[config.mk]
export PLATFORM = sky130hd
export DESIGN_NAME = hbida_ctrl
export DESIGN_NICKNAME = d
export VERILOG_FILES = /design/src/design/hbida_pkg.sv /design/src/design/hbida_ctrl.sv
export SDC_FILE = /design/constraint.sdc
export NUM_CORES = 1
export LEC_CHECK = 0
export ABC_CLOCK_PERIOD_IN_PS = 1600
export BUFFER_PORTS_ARGS = -buffer_cell sky130_fd_sc_hd__buf_2
export CAP_MARGIN = 20
export CORE_AREA = 2 2 39 41
export CTS_CLUSTER_SIZE = 12
export DETAILED_ROUTE_END_ITERATION = 16
export DIE_AREA = 0 0 41 43
export PLACE_DENSITY_LB_ADDON = 0.05
export SYNTH_ARGS = -nofsm -noshare
export SYNTH_HDL_FRONTEND = slang
export SYNTH_SLANG_ARGS = --single-unit
[constraint.sdc]
create_clock -name i_clk -period 1.6 [get_ports i_clk]
set_input_delay 0.24 -clock i_clk [delete_from_list [all_inputs] [get_ports i_clk]]
set_output_delay 0.24 -clock i_clk [all_outputs]
set_load 0.005 [all_outputs]
[src/design/hbida_pkg.sv]
`timescale 1ns / 1ps
// ============================================================================
// hbida_pkg
// Shared types, constants and helpers of the hierarchical bitmap ID allocator.
// ============================================================================
package hbida_pkg;

    localparam int BYTE_W    = 8;
    localparam int ID_W      = 12;
    localparam int FAN_SHIFT = 3;

    localparam logic [BYTE_W-1:0] FULL_BYTE = 8'hFF;

    // request codes
    localparam logic ACT_ALLOC   = 1'b0;
    localparam logic ACT_RELEASE = 1'b1;

    // controller states
    typedef enum logic [2:0] {
        S_CLEAR,
        S_IDLE,
        S_DN_RD,
        S_DN_EV,
        S_UP_RD,
        S_UP_EV,
        S_DONE
    } t_state;

    // controller -> datapath
    typedef struct packed {
        logic clr_step;   // write zero at the clear pointer, advance it
        logic ld_alloc;   // start a walk down from the root
        logic ld_rel;     // start a walk up from the given leaf
        logic up_sel;     // address the parent byte of the current path
        logic adv_dn;     // take lowest clear bit, descend one level
        logic wr_up;      // write back the modified byte, climb one level
        logic set_full;   // answer pool full
    } t_cmd;

    // datapath -> controller
    typedef struct packed {
        logic clr_done;   // clear pointer at the last entry
        logic in_range;   // release index inside the pool
        logic lvl_zero;   // walk is at the root level
        logic lvl_last;   // walk is at the leaf level
        logic root_full;  // byte read is all ones
        logic up_more;    // walk up must continue
    } t_sts;

    // position of the lowest clear bit, zero when the byte is full
    function automatic logic [FAN_SHIFT-1:0] lowest_clear(input logic [BYTE_W-1:0] b);
        logic [FAN_SHIFT-1:0] pos;
        pos = '0;
        for (int k = BYTE_W - 1; k >= 0; k--) begin
            if (!b[k]) begin
                pos = FAN_SHIFT'(k);
            end
        end
        return pos;
    endfunction

endpackage

[src/design/hbida_ctrl.sv]
`timescale 1ns / 1ps
// ============================================================================
// hbida_ctrl
// Sequencer: clear pass, walk down for allocate, walk up for the update.
// ============================================================================
module hbida_ctrl (
    input  logic            i_clk,
    input  logic            i_rst_n,
    input  logic            i_start,
    input  logic            i_action,
    input  hbida_pkg::t_sts i_sts,
    output hbida_pkg::t_cmd o_cmd,
    output logic            o_busy,
    output logic            o_done
);
    import hbida_pkg::*;

    t_state r_state;
    t_state n_state;
    logic   w_accept;

    assign w_accept = i_start && (r_state == S_IDLE);

    // state register
    always_ff @(posedge i_clk) begin
        if (!i_rst_n) begin
            r_state <= S_CLEAR;
        end else begin
            r_state <= n_state;
        end
    end

    // next state
    always_comb begin
        n_state = r_state;
        case (r_state)
            S_CLEAR: begin
                if (i_sts.clr_done) n_state = S_IDLE;
            end
            S_IDLE: begin
                if (w_accept) begin
                    if (i_action == ACT_RELEASE) begin
                        n_state = i_sts.in_range ? S_UP_RD : S_DONE;
                    end else begin
                        n_state = S_DN_RD;
                    end
                end
            end
            S_DN_RD: n_state = S_DN_EV;
            S_DN_EV: begin
                if (i_sts.lvl_zero && i_sts.root_full) n_state = S_DONE;
                else if (i_sts.lvl_last)              n_state = S_UP_RD;
                else                                  n_state = S_DN_RD;
            end
            S_UP_RD: n_state = S_UP_EV;
            S_UP_EV: n_state = i_sts.up_more ? S_UP_RD : S_DONE;
            S_DONE:  n_state = S_IDLE;
            default: n_state = S_IDLE;
        endcase
    end

    // commands
    always_comb begin
        o_cmd = '0;
        case (r_state)
            S_CLEAR: o_cmd.clr_step = 1'b1;
            S_IDLE: begin
                if (w_accept) begin
                    if (i_action == ACT_RELEASE) o_cmd.ld_rel   = 1'b1;
                    else                         o_cmd.ld_alloc = 1'b1;
                end
            end
            S_DN_EV: begin
                if (i_sts.lvl_zero && i_sts.root_full) o_cmd.set_full = 1'b1;
                else                                  o_cmd.adv_dn   = 1'b1;
            end
            S_UP_RD: o_cmd.up_sel = 1'b1;
            S_UP_EV: begin
                o_cmd.up_sel = 1'b1;
                o_cmd.wr_up  = 1'b1;
            end
            default: o_cmd = '0;
        endcase
    end

    assign o_busy = (r_state != S_IDLE);
    assign o_done = (r_state == S_DONE);

endmodule

==> results.yml, run 1 <==
run_status:
  status: "finished clean"
synth:
  synthCells: 37
  synth-seq-cells: 3
  yosysWarnings: 0
  synth_fp_nets: 48
  avgSynthCellArea_sq_um: 7.812
  seq_area_frac_synth_pct: 20.78
  ys_top_cells_by_area: "dfxtp_1 (21%), buf_6 (7.8%), nand2_1 (6.5%)"
  netlist-cell-type-count: 24
  syn_area_sq_um: 289.0
  yosys.area.top_type_share_pct: 20.78
  synth_area_leader_cell: "dfxtp_1"
route:
  drc: 0
  wl_um: 826
  vias: 348
  ant_nets: 0
  avgViaCountPerCell: 4.640
  post_drt_wl_per_cell_um: 11.01
  detail_route.iter0.violations: 3
  drtPass1Iterations: 2
clock_network:
  cts_tree: "built"
  path_clk_slew_ns: 0.03
  h-tree-depth: 1
  cts-root-buf: "clkbuf_4"
  numCtsBuffers: 3
  postCtsSetupRepairBufs: 0
  clock_sinks: 3
  insertion_delay_ns: 0.23
  ctsHoldBuffers: 0
  cts_buffer_depth: 2
final_layout:
  final_common_cell: "buf_2"
  diodes: 0
  mostFrequentLayoutCells: "buf_2 (18), nand2_1 (5), a21oi_1 (3), clkbuf_4 (3), dfxtp_1 (3)"
  reg_top3: "r_state: 3 flops"
  fin_util_pct: 30.65
  regMostFlops: "r_state"
  final_nets: 71
  largest_reg_flops: 3
  layout-drive-gt1-share_pct: 44.07
  fin_cells: 75
  syn_to_final_growth_pct: 46.75
setup_path:
  crit_path_start_kind: "flip-flop"
  rr_startpoint: "r_state[2]$_SDFFE_PN0P_"
  cp_data_arrival_time_ns: 1.26
  crit_chain: "nor3b_4, and3_2, buf_2"
  crit_type: "flip-flop to output pin"
  crit_slowest_cell: "dfxtp_1"
  critPathRequiredTime_ns: 1.36
  critical-path-max-stage-delay_ns: 0.41
  setup.worst_path.start: "r_state[2]$_SDFFE_PN0P_"
  crit_fanout: 12
  end_kind: "output pin"
  crit_buf_inv: 1
  cp_top_family: "simple AND/OR/NAND/NOR gates"
floorplanning:
  die_h_um: 43
  initial_core_util_pct: 20.89
  rows: 14
  dieArea_sq_um: 1763
  dieWidth_um: 41
  core_sq_um: 1384
  io_pins: 19
grt:
  overflow: 0
  grt.total_usage_pct: 10.43
  grt_max_degree: 13
  grt_pass1_vias: 304
  grt_pass1_wl_um: 1283
  antenna_found_initial: 0
placement:
  io_buffers: 18
  dp_cells: 71
  place_hpwl_um: 682.2
  gp_congestion: 0.6705
min_path:
  worstHoldStart: "i_rst_n"
  min_path_type: "input port to flip-flop"
sta:
  setup_viol: 0
  worst_slew_pin_slew_ns: 0.4914
  slew_violations: 0
  clock.fmax_ghz: 0.6683
  final-hold-violation-count: 0
  final.setup_skew_ns: 0.00003964
  relSlewSlack_pct: 66.82
  fin_tns_setup_ns: 0
  min_period_ns: 1.496
  rsz0062_at_grt: "false"
  holdWs_ns: 0.2723
  period_share_pct: 93.53
power_and_ir_drop:
  p_leak_nw: 0.2078
  peakVddDrop_uv: 199.4
  power_density_nw_per_um2: 629.3
  total_power_mw: 0.2669
flow_run:
  max_cap_violations: 0
==> report_power, final <==
part | switching (mW) | leakage [nW] | total [mW] | internal (mW)
clock network | 0.0378 | 0.0150 | 0.131 | 0.0934
registers | 0.00362 | 0.0245 | 0.0816 | 0.0779
logic | 0.0256 | 0.168 | 0.0542 | 0.0286
==> stage by stage <==
step	worst slack, ns	instance area [sq um]
global placement	0.2339	391.6
floorplan	0.3107	289.0
detailed placement	0.2238	391.6
global route	0.03028	424.2
CTS	0.05376	417.9
finish	0.1036	424.2
==> worst paths after layout <==
path	endpoint	slack, ns	cells after the start
max reg2reg	r_state[0]$_SDFFE_PN0P_	0.20	4
min	r_state[0]$_SDFFE_PN0P_	0.27	2
max	o_cmd[4]	0.10	3
min reg2reg	r_state[1]$_SDFFE_PN0P_	0.62	3
==> layer usage <==
| layer | global-route usage [%] | up-vias | wire [um] |
|---|---|---|---|
| li1 | - | 179 | - |
| met1 | 13.14 | 157 | 339 |
| met2 | 16.88 | 10 | 432 |
| met3 | 1.571 | 2 | 44 |
| met4 | 4.000 | 0 | 9 |
| met5 | 0 | - | 0 |
==> final cells by class <==
type	instances	area [sq um]
repair buffers	20	105.1
clock buffers	4	26.28
inverters	3	11.26
flip-flops and latches	3	60.06
multi-input cells	29	201.4
fillers	162	959.7
well taps	16	20.02
==> Yosys cell counts <==
library cell / instances
a21oi_1: 3
a22oi_1: 2
a311o_1: 1
and3_1: 1
and3_2: 1
buf_6: 2
dfxtp_1: 3
ha_1: 1
inv_1: 2
inv_2: 1
maj3_1: 1
mux2i_1: 1
nand2_1: 5
nand3_1: 1
nand3b_1: 2
nand4_1: 1
nor2_1: 2
nor2b_1: 1
nor3_1: 1
nor3b_1: 1
nor3b_2: 1
o311a_1: 1
o311ai_0: 1
or2_1: 1
==> logic make-up (layout without fill, tap and decap cells) <==
logic type                 after synthesis  in the layout  share of synthesized area [%]
and+or+nand+nor                         18             18                          35.93
buffers and inverters                    5             27                          11.69
muxes                                    1              1                          3.463
AOI/OAI and AO/OA                        8              8                          20.34
adders and majority gates                2              2                          7.792
DFF                                      3              3                          20.78
==> what timing repair did <==
| action | CTS | global route |
|---|---|---|
| gates resized for setup | 0 | 1 |
| endpoints found under the setup margin | 0 | 1 |
| endpoints found under the hold margin | 0 | 0 |
No activity file was read; power rests on OpenSTA's default activity.
==> run 2, diff against run 1 <==
--- a/config.mk
+++ b/config.mk
@@ -5,6 +5,7 @@
 export SDC_FILE = /design/constraint.sdc
 export NUM_CORES = 1
 export LEC_CHECK = 0
+export ABC_AREA = 1
 export ABC_CLOCK_PERIOD_IN_PS = 1600
 export BUFFER_PORTS_ARGS = -buffer_cell sky130_fd_sc_hd__buf_2
 export CAP_MARGIN = 20
==> results.yml, run 2 <==
run_status:
  status: "finished clean"
synth:
  yosys.area.top_type_share_pct: 18.39
  synthFlopType: "dfxtp_1"
  ys_top_cells_by_area: "dfxtp_1 (18%), nand2_1 (18%), nor2_1 (13%)"
  synth_fp_nets: 68
  synth-seq-cells: 3
  yosysWarnings: 0
  synth-edff-count: 0
  synth.most_common_cell: "nand2_1"
  seq_area_frac_synth_pct: 18.39
  syn_area_sq_um: 326.6
  avgSynthCellArea_sq_um: 5.729
  synth_area_leader_cell: "dfxtp_1"
  synthCells: 57
  netlist_top_cells_count: "nand2_1 (16), nor2_1 (11), inv_1 (8)"
  netlist-cell-type-count: 14
  synth-async-reset-ratio_pct: 0
sta:
  setup_viol: 0
  final.setup_skew_ns: 0.001350
  rsz0062_at_grt: "false"
  slew_violations: 0
  clock.fmax_ghz: 0.7032
  worst_slew_pin_slew_ns: 0.3145
  fin_tns_setup_ns: 0
  fin_ws_ns: 0.1778
  period_share_pct: 88.88
  relSlewSlack_pct: 79.01
  final-hold-violation-count: 0
  holdWs_ns: 0.2448
  min_period_ns: 1.422
grt:
  grt.total_usage_pct: 11.43
  grt_pass1_wl_um: 1311
  grt_max_degree: 11
  grt_pass1_vias: 336
  antenna_found_initial: 0
  overflow: 0
floorplanning:
  core_sq_um: 1384
  die_h_um: 43
  initial_core_util_pct: 23.60
  rows: 14
  dieWidth_um: 41
  dieArea_sq_um: 1763
  io_pins: 19
power_and_ir_drop:
  p_clk_share_pct: 43.2
  comb_power_share_pct: 25.9
  power_frac_seq_pct: 30.9
  p_int_mw: 0.2097
  switching_share_pct: 30.20
  power.switching_mw: 0.09074
  power_density_nw_per_um2: 680.2
  peakVddDrop_uv: 635.8
  p_leak_nw: 0.2477
setup_path:
  critical-path-max-stage-delay_ns: 0.49
  crit_path_start_kind: "flip-flop"
  crit_type: "flip-flop to output pin"
  end_kind: "output pin"
  crit_chain: "inv_1, ha_1, buf_2"
  cp_top_family: "flip-flops"
  crit_fanout: 9
  crit_slowest_cell: "dfxtp_1"
  crit_buf_inv: 2
  cp_data_arrival_time_ns: 1.18
  critPathRequiredTime_ns: 1.36
clock_network:
  postCtsSetupRepairBufs: 0
  cts-root-buf: "clkbuf_4"
  cts_resized: 0
  ctsHoldBuffers: 0
  insertion_delay_ns: 0.23
  path_clk_slew_ns: 0.03
  cts_tree: "built"
  clock_sinks: 3
  cts_buffer_depth: 2
  numCtsBuffers: 3
  h-tree-depth: 1
min_path:
  min_path_type: "input port to flip-flop"
route:
  ant_nets: 0
  detail_route.iter0.violations: 12
  drtPass1Iterations: 4
  wl_um: 784
  avgViaCountPerCell: 4.344
  drc: 0
  post_drt_wl_per_cell_um: 8.430
  vias: 404
final_layout:
  fin_cells: 93
  ff_latch_area_sq_um: 61.31
  diodes: 0
  mostFrequentLayoutCells: "buf_2 (18), nand2_1 (16), nor2_1 (11)"
  largest_reg_flops: 3
  reg_top3: "r_state: 3 flops"
  multiInputGateArea_sq_um: 214.0
  final_common_cell: "buf_2"
  syn_to_final_growth_pct: 35.25
  regMostFlops: "r_state"
  n_fill_cell: 160
  final_nets: 89
  layout-drive-gt1-share_pct: 32.47
placement:
  place_hpwl_um: 649.4
  dp_slack_ns: 0.3099
  gp_congestion: 0.6566
  io_buffers: 18
  dp_cells: 89
flow_run:
  max_cap_violations: 0
run 2: path summary, 6_finish.rpt:
check / endpoint / slack [ns] / cells after the start / startpoint
worst min-delay path: r_state[0]$_SDFFE_PN0P_ / 0.24 / 3 / i_rst_n
worst min register to register: r_state[1]$_SDFFE_PN0P_ / 0.68 / 4 / r_state[0]$_SDFFE_PN0P_
worst max register to register: r_state[0]$_SDFFE_PN0P_ / 0.31 / 6 / r_state[1]$_SDFFE_PN0P_
worst max-delay path: o_cmd[3] / 0.18 / 3 / r_state[1]$_SDFFE_PN0P_
run 2: final cells by class:
type	instances	share of cell area [%]
Inverter	8	6.799
Sequential cell	3	13.88
Timing Repair Buffer	18	20.40
Multi-Input combinational cell	44	48.44
Tap cell	16	4.533
Clock buffer	4	5.949
run 2: logic make-up (layout without fill, tap and decap cells):
family                   Yosys count  count (layout)  share of synthesized area [%]
AND/OR/NAND/NOR                   39              39                          53.64
adder cells (fa/ha/maj)            1               1                          3.831
flip-flops                         3               3                          18.39
AO/OA/AOI/OAI                      4               4                          8.044
buffers and inverters             10              30                          16.09
run 2: stage by stage:
step                total power, mW  area, sq um  utilization [%]
floorplan                    0.1476        326.6                -
global placement             0.1749        414.1            29.93
detailed placement           0.1723        414.1            29.93
CTS                          0.3080        440.4            31.83
global route                 0.3295        441.7            31.92
finish                       0.3004        441.7            31.92
run 2: tightest hold or removal path, stage by stage:
cell and delay (ns):
buf_2 0.10, nand2_1 0.05, nor2_1 0.04
run 2: power groups by stage:
stage / clock network (mW) / registers [mW] / logic (mW)
after floorplan: 0 / 0.0829 / 0.0647
after global placement: 0 / 0.0943 / 0.0806
after detailed placement: 0 / 0.0934 / 0.0789
after CTS: 0.136 / 0.0922 / 0.0793
after global routing: 0.146 / 0.0944 / 0.0891
final: 0.130 / 0.0929 / 0.0778
run 2: per-layer routing:
metal	part of all wire, %	track usage [%]	wire [um]
met5	0	0	0
met4	1.3	6.000	10
met3	7.0	6.283	55
met2	46	14.69	359
met1	46	14.74	359
==> run 3, diff against run 2 <==
--- a/config.mk
+++ b/config.mk
@@ -13,7 +13,7 @@
 export CTS_CLUSTER_SIZE = 12
 export DETAILED_ROUTE_END_ITERATION = 16
 export DIE_AREA = 0 0 41 43
-export PLACE_DENSITY_LB_ADDON = 0.05
+export PLACE_DENSITY = 0.48
 export SYNTH_ARGS = -nofsm -noshare
 export SYNTH_HDL_FRONTEND = slang
 export SYNTH_SLANG_ARGS = --single-unit
==> results.yml, run 3 (same netlist as run 2, synthesis figures left out) <==
sta:
  worst_slew_pin_slew_ns: 0.3900
  final.setup_skew_ns: 0.0006161
  relSlewSlack_pct: 73.96
  rsz0062_at_grt: "false"
  fin_tns_setup_ns: 0
  slew_violations: 0
  final-hold-violation-count: 0
  period_share_pct: 91.38
  holdWs_ns: 0.2549
  setup_viol: 0
  clock.fmax_ghz: 0.6840
  min_period_ns: 1.462
setup_path:
  crit_chain: "inv_1, nor3_1, buf_2"
  crit_slowest_cell: "dfxtp_1"
  crit_fanout: 10
  crit_buf_inv: 2
  critical-path-max-stage-delay_ns: 0.55
  crit_path_start_kind: "flip-flop"
  cp_top_family: "flip-flops"
  cp_data_arrival_time_ns: 1.22
  end_kind: "output pin"
  critPathRequiredTime_ns: 1.36
  crit_type: "flip-flop to output pin"
grt:
  grt_util_met2_pct: 14.37
  grt.total_usage_pct: 10.42
  busiest_layer: "met2"
  grt_pass1_vias: 321
  antenna_found_initial: 0
  grt_max_degree: 11
  met3_usage_pct: 4.712
  grt_pass1_wl_um: 1248
  overflow: 0
  use_met1_pct: 13.74
placement:
  place_hpwl_um: 606.2
  dp_cells: 89
  io_buffers: 18
  gp_congestion: 0.6661
power_and_ir_drop:
  power_density_nw_per_um2: 682.7
  p_int_mw: 0.2089
  power_frac_seq_pct: 30.7
  p_clk_share_pct: 43.7
  power.switching_mw: 0.09178
  comb_power_share_pct: 25.6
  p_leak_nw: 0.2474
  peakVddDrop_uv: 354.8
  switching_share_pct: 30.52
floorplanning:
  die_h_um: 43
  dieArea_sq_um: 1763
  rows: 14
  dieWidth_um: 41
  initial_core_util_pct: 23.60
  core_sq_um: 1384
  io_pins: 19
min_path:
  min_path_type: "input port to flip-flop"
final_layout:
  multiInputGateArea_sq_um: 214.0
  syn_to_final_growth_pct: 34.87
  diodes: 0
  regMostFlops: "r_state"
  final_nets: 89
  n_fill_cell: 179
  ff_latch_area_sq_um: 60.06
  largest_reg_flops: 3
  fin_cells: 93
  layout-drive-gt1-share_pct: 31.17
  reg_top3: "r_state: 3 flops"
  final_common_cell: "buf_2"
  mostFrequentLayoutCells: "buf_2 (18), nand2_1 (16), nor2_1 (11)"
clock_network:
  h-tree-depth: 1
  cts_buffer_depth: 2
  cts-root-buf: "clkbuf_4"
  path_clk_slew_ns: 0.04
  clock_sinks: 3
  ctsHoldBuffers: 0
  cts_tree: "built"
  cts_resized: 0
  numCtsBuffers: 3
  postCtsSetupRepairBufs: 0
  insertion_delay_ns: 0.23
flow_run:
  max_cap_violations: 0
route:
  drtPass1Iterations: 2
  detail_route.iter0.violations: 6
  vias: 380
  drc: 0
  ant_nets: 0
  wl_um: 746
  avgViaCountPerCell: 4.086
  post_drt_wl_per_cell_um: 8.022
run_status:
  status: "finished clean"
run 3: routing by layer:
layer  vias up  share of wire (%)
li1        219                  -
met1       150                 51
met2        11                 43
met3         0                5.6
met4         0                  0
met5         -                  0
run 3: worst paths after layout:
| kind | endpoint | slack (ns) | cells past startpoint | start |
|---|---|---|---|---|
| hold reg to reg | r_state[1]$_SDFFE_PN0P_ | 0.72 | 4 | r_state[2]$_SDFFE_PN0P_ |
| setup reg to reg | r_state[0]$_SDFFE_PN0P_ | 0.32 | 6 | r_state[1]$_SDFFE_PN0P_ |
| hold / removal | r_state[0]$_SDFFE_PN0P_ | 0.25 | 3 | i_rst_n |
| setup / recovery | o_cmd[1] | 0.14 | 3 | r_state[0]$_SDFFE_PN0P_ |
run 3: metrics by stage:
step	instance area (sq um)	util (%)	setup WS, ns	total power, mW
CTS	440.4	31.83	0.1209	0.3112
finish	440.4	31.83	0.1380	0.3007
global route	440.4	31.83	0.01221	0.3333
detailed placement	414.1	29.93	0.3211	0.1714
floorplan	326.6	-	0.4880	0.1476
global placement	414.1	29.93	0.3145	0.1732
run 3: worst register-to-register path: cells and delay by family, from the launching register on:
kind          cells  cell delay (ns)
flops             1             0.50
fa+ha+maj         1             0.33
simple gates      4             0.25
buf+inv           1             0.10
run 3: power groups by stage:
stage               logic [mW]  registers [mW]  clock network (mW)
global route            0.0902          0.0931               0.150
detailed placement      0.0783          0.0931                   0
floorplan               0.0647          0.0829                   0
global placement        0.0795          0.0937                   0
CTS                     0.0786          0.0919               0.141
finish                  0.0770          0.0922               0.132
run 3: cell type report:
| type | count | share of cell area (%) |
|---|---|---|
| inverter | 8 | 6.818 |
| clock buffer | 4 | 5.966 |
| multi-input combinational | 44 | 48.58 |
| tap | 16 | 4.545 |
| sequential | 3 | 13.64 |
| timing repair buffer | 18 | 20.45 |
